===== src/frl_pkg.sv =====
// ----------------------------------------------------------------------------
// frl_pkg: shared constants for the first-appearance relabeler
// Field widths of the request and result channels and parameter defaults.
// ----------------------------------------------------------------------------
package frl_pkg;

  localparam int unsigned VALUE_BITS = 64;
  localparam int unsigned LABEL_BITS = 5;

  localparam int unsigned LABEL_CAPACITY_DEF = 26;
  localparam int unsigned KEY_BITS_DEF       = 64;

endpackage


===== src/frl_in_if.sv =====
// ----------------------------------------------------------------------------
// frl_in_if: request channel of the relabeler
// One state value per request plus the end-of-vector mark.
// ----------------------------------------------------------------------------
interface frl_in_if
  import frl_pkg::*;
();

  logic                  valid;
  logic                  ready;
  logic [VALUE_BITS-1:0] value;
  logic                  last_in;

  modport source (output valid, output value, output last_in, input ready);
  modport sink   (input valid, input value, input last_in, output ready);

endinterface


===== src/frl_out_if.sv =====
// ----------------------------------------------------------------------------
// frl_out_if: result channel of the relabeler
// Dense label, overflow flag and end-of-vector mark for one request.
// ----------------------------------------------------------------------------
interface frl_out_if
  import frl_pkg::*;
();

  logic                  valid;
  logic                  ready;
  logic [LABEL_BITS-1:0] label;
  logic                  overflow;
  logic                  last_out;

  modport source (output valid, output label, output overflow, output last_out,
                  input ready);
  modport sink   (input valid, input label, input overflow, input last_out,
                  output ready);

endinterface


===== src/first_appearance_relabeler.sv =====
// ----------------------------------------------------------------------------
// first_appearance_relabeler: dense labels in order of first appearance
// Each new key of a vector gets the next label, repeats get their old one.
// ----------------------------------------------------------------------------
// Usage:
//   in_i  carries one state value per request (value, last_in). Only the low
//         KeyBits bits of value are compared.
//   out_o returns exactly one result per request, in order: label, overflow,
//         last_out.
//   A request passes through an input register, then the key table lookup
//   (parallel compare of all stored keys and a priority encoder) into the
//   result register. One request is taken every cycle unless in_i stalls;
//   the lookup of a request sees the table as left by the request before it.
//   A new key beyond LabelCapacity distinct keys is not stored; its label
//   saturates at LabelCapacity-1 with overflow set. The request that carries
//   last_in empties the table once its lookup is done.
//   Reset empties the table and drops both pipeline registers.
//   When out_o stalls, the result register holds and the input register
//   fills; in_i stalls only when both are occupied.
// ----------------------------------------------------------------------------
module first_appearance_relabeler
  import frl_pkg::*;
#(
  parameter int unsigned LabelCapacity = LABEL_CAPACITY_DEF,
  parameter int unsigned KeyBits       = KEY_BITS_DEF
) (
  input  logic        clk_i,
  input  logic        rst_ni,
  frl_in_if.sink      in_i,
  frl_out_if.source   out_o
);

  localparam int unsigned IdxW = (LabelCapacity > 1) ? $clog2(LabelCapacity) : 1;
  localparam int unsigned CntW = $clog2(LabelCapacity + 1);
  localparam int unsigned LblW = (IdxW > LABEL_BITS) ? IdxW : LABEL_BITS;

  localparam logic [CntW-1:0] CapCnt  = CntW'(LabelCapacity);
  localparam logic [IdxW-1:0] SatIdx  = IdxW'(LabelCapacity - 1);
  localparam logic [LblW-1:0] SatWide = LblW'(SatIdx);

  // input register
  logic               s1_valid_q;
  logic [KeyBits-1:0] s1_key_q;
  logic               s1_last_q;

  // result register
  logic                  out_valid_q;
  logic [LABEL_BITS-1:0] out_label_q;
  logic                  out_ovf_q;
  logic                  out_last_q;

  // key table
  logic [KeyBits-1:0] keys_q [LabelCapacity];
  logic [CntW-1:0]    count_q, count_d;

  logic s1_fire;
  logic in_fire;

  logic [LabelCapacity-1:0] hit_vec;
  logic                     hit;
  logic [IdxW-1:0]          hit_idx;
  logic                     full;
  logic                     store;
  logic [IdxW-1:0]          lbl_idx;
  logic                     ovf_d;
  logic [LblW-1:0]          lbl_wide;

  assign s1_fire  = s1_valid_q && (!out_valid_q || out_o.ready);
  assign in_i.ready = !s1_valid_q || s1_fire;
  assign in_fire  = in_i.valid && in_i.ready;

  // parallel compare against valid entries
  always_comb begin
    for (int unsigned i = 0; i < LabelCapacity; i++) begin
      hit_vec[i] = (count_q > CntW'(i)) && (keys_q[i] == s1_key_q);
    end
  end

  // lowest matching entry wins
  always_comb begin
    hit_idx = '0;
    for (int i = int'(LabelCapacity) - 1; i >= 0; i--) begin
      if (hit_vec[i]) begin
        hit_idx = IdxW'(i);
      end
    end
  end

  assign hit   = |hit_vec;
  assign full  = (count_q == CapCnt);
  assign store = s1_fire && !hit && !full;
  assign ovf_d = !hit && full;

  always_comb begin
    if (hit) begin
      lbl_idx = hit_idx;
    end else if (full) begin
      lbl_idx = SatIdx;
    end else begin
      lbl_idx = count_q[IdxW-1:0];
    end
  end

  assign lbl_wide = LblW'(lbl_idx);

  always_comb begin
    count_d = count_q;
    if (s1_fire) begin
      if (s1_last_q) begin
        count_d = '0;
      end else if (!hit && !full) begin
        count_d = count_q + CntW'(1);
      end
    end
  end

  always_ff @(posedge clk_i) begin
    for (int unsigned i = 0; i < LabelCapacity; i++) begin
      if (store && (count_q == CntW'(i))) begin
        keys_q[i] <= s1_key_q;
      end
    end
  end

  always_ff @(posedge clk_i or negedge rst_ni) begin
    if (!rst_ni) begin
      s1_valid_q  <= 1'b0;
      out_valid_q <= 1'b0;
      count_q     <= '0;
    end else begin
      count_q <= count_d;
      if (in_i.ready) begin
        s1_valid_q <= in_i.valid;
      end
      if (!out_valid_q || out_o.ready) begin
        out_valid_q <= s1_valid_q;
      end
    end
  end

  always_ff @(posedge clk_i) begin
    if (in_fire) begin
      s1_key_q  <= in_i.value[KeyBits-1:0];
      s1_last_q <= in_i.last_in;
    end
    if (s1_fire) begin
      out_label_q <= lbl_wide[LABEL_BITS-1:0];
      out_ovf_q   <= ovf_d;
      out_last_q  <= s1_last_q;
    end
  end

  assign out_o.valid    = out_valid_q;
  assign out_o.label    = out_label_q;
  assign out_o.overflow = out_ovf_q;
  assign out_o.last_out = out_last_q;

  // table fill never passes capacity
  assert property (@(posedge clk_i) disable iff (!rst_ni) count_q <= CapCnt)
    else $error("key table count above capacity");

  // the end-of-vector request empties the table
  assert property (@(posedge clk_i) disable iff (!rst_ni)
    s1_fire && s1_last_q |=> count_q == '0)
    else $error("table not emptied after last request");

  // an overflow result carries the saturated label
  assert property (@(posedge clk_i) disable iff (!rst_ni)
    out_valid_q && out_ovf_q |-> out_label_q == SatWide[LABEL_BITS-1:0])
    else $error("overflow result without saturated label");

  // a stored key is counted unless its request ends the vector
  assert property (@(posedge clk_i) disable iff (!rst_ni)
    store && !s1_last_q |=> count_q != '0)
    else $error("stored key not counted");

endmodule


===== src/flat_wrapper.sv =====
// flat-port wrapper written by rule: the top's interface ports become plain ports
module first_appearance_relabeler_flat import frl_pkg::*;
#(
  parameter int unsigned LabelCapacity = LABEL_CAPACITY_DEF,
  parameter int unsigned KeyBits       = KEY_BITS_DEF
)
  (clk_i, rst_ni, in_i_valid, in_i_value, in_i_last_in, in_i_ready, out_o_valid, out_o_label, out_o_overflow, out_o_last_out, out_o_ready);
  frl_in_if in_i_i ();
  frl_out_if out_o_i ();
  input  logic clk_i;
  input  logic rst_ni;
  input wire logic [$bits(in_i_i.valid)-1:0] in_i_valid;
  input wire logic [$bits(in_i_i.value)-1:0] in_i_value;
  input wire logic [$bits(in_i_i.last_in)-1:0] in_i_last_in;
  output wire logic [$bits(in_i_i.ready)-1:0] in_i_ready;
  output wire logic [$bits(out_o_i.valid)-1:0] out_o_valid;
  output wire logic [$bits(out_o_i.label)-1:0] out_o_label;
  output wire logic [$bits(out_o_i.overflow)-1:0] out_o_overflow;
  output wire logic [$bits(out_o_i.last_out)-1:0] out_o_last_out;
  input wire logic [$bits(out_o_i.ready)-1:0] out_o_ready;
  assign in_i_i.valid = in_i_valid;
  assign in_i_i.value = in_i_value;
  assign in_i_i.last_in = in_i_last_in;
  assign in_i_ready = in_i_i.ready;
  assign out_o_valid = out_o_i.valid;
  assign out_o_label = out_o_i.label;
  assign out_o_overflow = out_o_i.overflow;
  assign out_o_last_out = out_o_i.last_out;
  assign out_o_i.ready = out_o_ready;
  first_appearance_relabeler #(.LabelCapacity(LabelCapacity), .KeyBits(KeyBits)) u_core (.clk_i(clk_i), .rst_ni(rst_ni), .in_i(in_i_i), .out_o(out_o_i));
endmodule

===== config.mk =====
export PLATFORM = sky130hd
export DESIGN_NAME = first_appearance_relabeler_flat
export DESIGN_NICKNAME = d
export VERILOG_FILES = /design/src/frl_pkg.sv /design/src/frl_in_if.sv /design/src/frl_out_if.sv /design/src/first_appearance_relabeler.sv /design/src/flat_wrapper.sv
export SDC_FILE = /design/constraint.sdc
export NUM_CORES = 2
export LEC_CHECK = 0
export BUFFER_PORTS_ARGS = -buffer_cell sky130_fd_sc_hd__buf_4
export CORE_MARGIN = 4
export CORE_UTILIZATION = 57
export DETAILED_ROUTE_END_ITERATION = 8
export HOLD_SLACK_MARGIN = 0.03
export PLACE_DENSITY = 0.78
export SLEW_MARGIN = 15
export SYNTH_ARGS = -nofsm -noshare
export SYNTH_HDL_FRONTEND = slang
export SYNTH_SLANG_ARGS = --single-unit

===== constraint.sdc =====
create_clock -name clk_i -period 9.06 [get_ports clk_i]
set_input_delay 0.906 -clock clk_i [delete_from_list [all_inputs] [get_ports clk_i]]
set_output_delay 0.906 -clock clk_i [all_outputs]
set_load 0.01 [all_outputs]

==> results.sh <==
export IMPL_clockPowerShare=0.381
export IMPL_synth_async_reset_ratio=0.00402
export IMPL_hp_class="input pin to flop"
export IMPL_pre_cts_ws_ns=2.63
export IMPL_viasPerCell=6.55
export IMPL_rows=134
export IMPL_die_h_microns=375
export IMPL_wl_mm=228
export IMPL_antenna_left=0
export IMPL_power_frac_seq=0.508
export IMPL_synth_area_sq_um=76800
export IMPL_routabilityCongestion=0.948
export IMPL_power_switching_mw=4.73
export IMPL_ys_ff_latch=1743
export IMPL_start_util=0.575
export IMPL_cts_inserted_buffers=175
export IMPL_ys_seq_area_frac=0.681
export IMPL_syn2layout_area_growth_pct=11.3
export IMPL_grt_pass1_wl_mm=322
export IMPL_fin_cells=7196
export IMPL_antenna_found_initial=8
export IMPL_drtIter0Drc=7159
export IMPL_layout_commonest_cell="edfxtp_1"
export IMPL_status="finished, final reports clean"
export IMPL_synth_net_count=5156
export IMPL_ios=78
export IMPL_yosysTopAreaCellShare=0.679
export IMPL_max_slew_worst_pin_slew_ns=1.25
export IMPL_vdd_drop_max_mv=0.218
export IMPL_ctsResizeCount=0
export IMPL_num_nets_final=5355
export IMPL_first_pass_iters=5
export IMPL_crit_fanout=39
export IMPL_grt_pass1_vias=45588
export IMPL_period_share=0.740
export IMPL_rsz0062_at_grt="false"
export IMPL_fin_crit_ns=6.71
export IMPL_hold_viol=0
export IMPL_cp_end_kind="flop"
export IMPL_synth_cell_types=66
export IMPL_setup_tns_final_ns=0
export IMPL_hpwl_mm=133
export IMPL_core_area_sq_um=134000
export IMPL_crit_required_ns=9.53
export IMPL_setup_slack_ns=2.35
export IMPL_cts_clk_slew_worst_paths_ns=0.06
export IMPL_max_slew_margin_rel=0.152
export IMPL_dieArea_sq_um=141000
export IMPL_leakage_nw=26.5
export IMPL_port_buffers=77
export IMPL_post_drt_wl_per_cell_microns=31.6
export IMPL_cts_tree="built"
export IMPL_final_cell_mix="edfxtp_1, xnor2_1, xor2_1"
export IMPL_cap_viol_max_count=0
export IMPL_combPwrFrac=0.111
export IMPL_grt_max_degree=65
export IMPL_layout_drive_gt1_share=0.0971
export IMPL_htree_levels=4
export IMPL_switching_share=0.254
export IMPL_synth_ff_type="edfxtp_1"
export IMPL_cts_setup_buffers=0
export IMPL_grt_overflow=0
export IMPL_maxSlewViolCount=0
export IMPL_syn_avg_cell_area_sq_um=15.1
export IMPL_grtUsageTotal=0.319
export IMPL_place_inst=6871
export IMPL_yosys_warnings=0
export IMPL_yosys_area_top_type="edfxtp_1"
export IMPL_num_vias=47151
export IMPL_synth_edf_count=1736
export IMPL_max_freq_mhz=149
export IMPL_intPower_mw=13.9
export IMPL_syn_instance_count=5082
export IMPL_die_w_microns=375
export IMPL_cts_sinks=1743
export IMPL_start_kind="flop"
export IMPL_power_density_nw_per_um2=218
export IMPL_hold_buffers=1
export IMPL_skew_ns=0.0389
export IMPL_crit_type="flop to flop"
export IMPL_arrival_ns=7.18
export IMPL_drcViolationCount=0
export IMPL_cts_root_buf="clkbuf_16"
export IMPL_ys_top_cells_by_area="edfxtp_1, xnor2_1, xor2_1"
export IMPL_insertion_delay_ns=0.82
export IMPL_cts_buffer_depth=3
export IMPL_setup_viol_count_final=0
-- power groups by stage --
stage	Sequential [mW]	Clock [mW]	Combinational (mW)
after floorplan	9.66	0	1.17
after global placement	9.62	0	1.99
after CTS	9.47	7.14	2.03
after detailed placement	9.64	0	2.01
after global routing	9.50	7.50	2.16
final	9.48	7.10	2.08
-- worst max-delay path: stages (launching register included) --
cell	delay [ns]
dfrtp_1	0.54
inv_1	0.41
ha_1	0.63
nand4b_1	0.28
nor4b_1	0.22
nand4_1	0.11
nor4_1	0.06
and4_1	0.15
nor4b_1	1.05
nand3_1	0.31
nor3_2	0.38
nand3_2	0.65
nor2_4	1.08
buf_4	0.46
-- final timing paths --
kind / from / slack [ns] / cells past startpoint / to
setup / recovery: u_core.count_q[1] / 2.35 / 13 / u_core.keys_q[0][32]
hold / removal: in_i_value[7] / 0.27 / 1 / u_core.s1_key_q[7]
setup reg to reg: u_core.count_q[1] / 2.35 / 13 / u_core.keys_q[0][32]
hold reg to reg: u_core.s1_valid_q / 0.50 / 1 / u_core.out_o.valid
max in group asynchronous: rst_ni / 8.40 / 2 / u_core.count_q[3]
min in group asynchronous: rst_ni / 0.48 / 2 / u_core.count_q[0]
-- sequential cells by signal, summed over array words and instances, names as in the netlist --
register,cells
u_core.out_o.label,5
u_core.s1_valid_q,1
u_core.keys_q,1664
u_core.out_o.overflow,1
u_core.count_q,5
u_core.s1_key_q,64
u_core.out_o.valid,1
u_core.s1_last_q,1
u_core.out_o.last_out,1
-- Yosys cell counts (all sizes together) (3+ instances only) --
cell	number
a21oi	20
nand4b	26
o2bb2ai	4
and4b	10
ha	5
or4	38
a2111o	3
and4	13
a2111oi	16
or4bb	5
a21o	3
or3	9
nor3	71
nor2b	65
inv	58
and3b	5
o22ai	14
o21ai	12
edfxtp	1736
nand3b	7
xor2	676
dfrtp	7
nor2	92
a31oi	3
or4b	10
or2	7
a22o	3
xnor2	910
nor4b	31
o2111ai	12
nand3	59
clkbuf	6
buf	201
a221o	3
and3	16
nor4bb	4
nor3b	8
nand2b	54
nand2	129
nor4	317
nand4	374
a211oi	8
or3b	11
a221oi	3
-- through the flow --
| stage | total power [mW] | util | hold slack [ns] | cell area (sq um) |
|---|---|---|---|---|
| 5_1_grt | 19.2 | 0.639 | 0.242 | 85500 |
| 2_1_floorplan | 10.8 | - | 0.457 | 76800 |
| 4_1_cts | 18.6 | 0.639 | 0.213 | 85400 |
| 6_report | 18.7 | 0.640 | 0.265 | 85500 |
| 3_3_place_gp | 11.6 | 0.598 | 0.472 | 79900 |
| 3_5_place_dp | 11.7 | 0.598 | 0.492 | 79900 |
-- per-layer routing --
| metal | track usage | up-vias | routed length, microns |
|---|---|---|---|
| li1 | - | 19518 | - |
| met1 | 0.444 | 23547 | 85100 |
| met2 | 0.482 | 3434 | 101000 |
| met3 | 0.0713 | 650 | 29600 |
| met4 | 0.154 | 2 | 12200 |
| met5 | 0 | - | 13 |
-- kinds of logic after synthesis --
| family | count (synthesis) | synth area share |
|---|---|---|
| buffers and inverters | 265 | 0.0183 |
| xor gates and xnor gates | 1586 | 0.181 |
| muxes | 1 | 0.000130 |
| and+or+nand+nor | 1364 | 0.107 |
| adders and majority gates | 5 | 0.000815 |
| AOI/OAI and AO/OA | 118 | 0.0113 |
| DFF | 1743 | 0.681 |
-- area by class of cell --
cell class                      count  area, sq um
Sequential cell                  1743        52300
Fill cell                        9252        48200
Multi-Input combinational cell   3074        23200
Clock buffer                      224         4730
Tap cell                         1768         2210
Timing Repair Buffer              229         1970
Clock inverter                     97          812
Inverter                           58          218
Antenna cell                        3         7.51
Power figures use the tool's default switching activity.
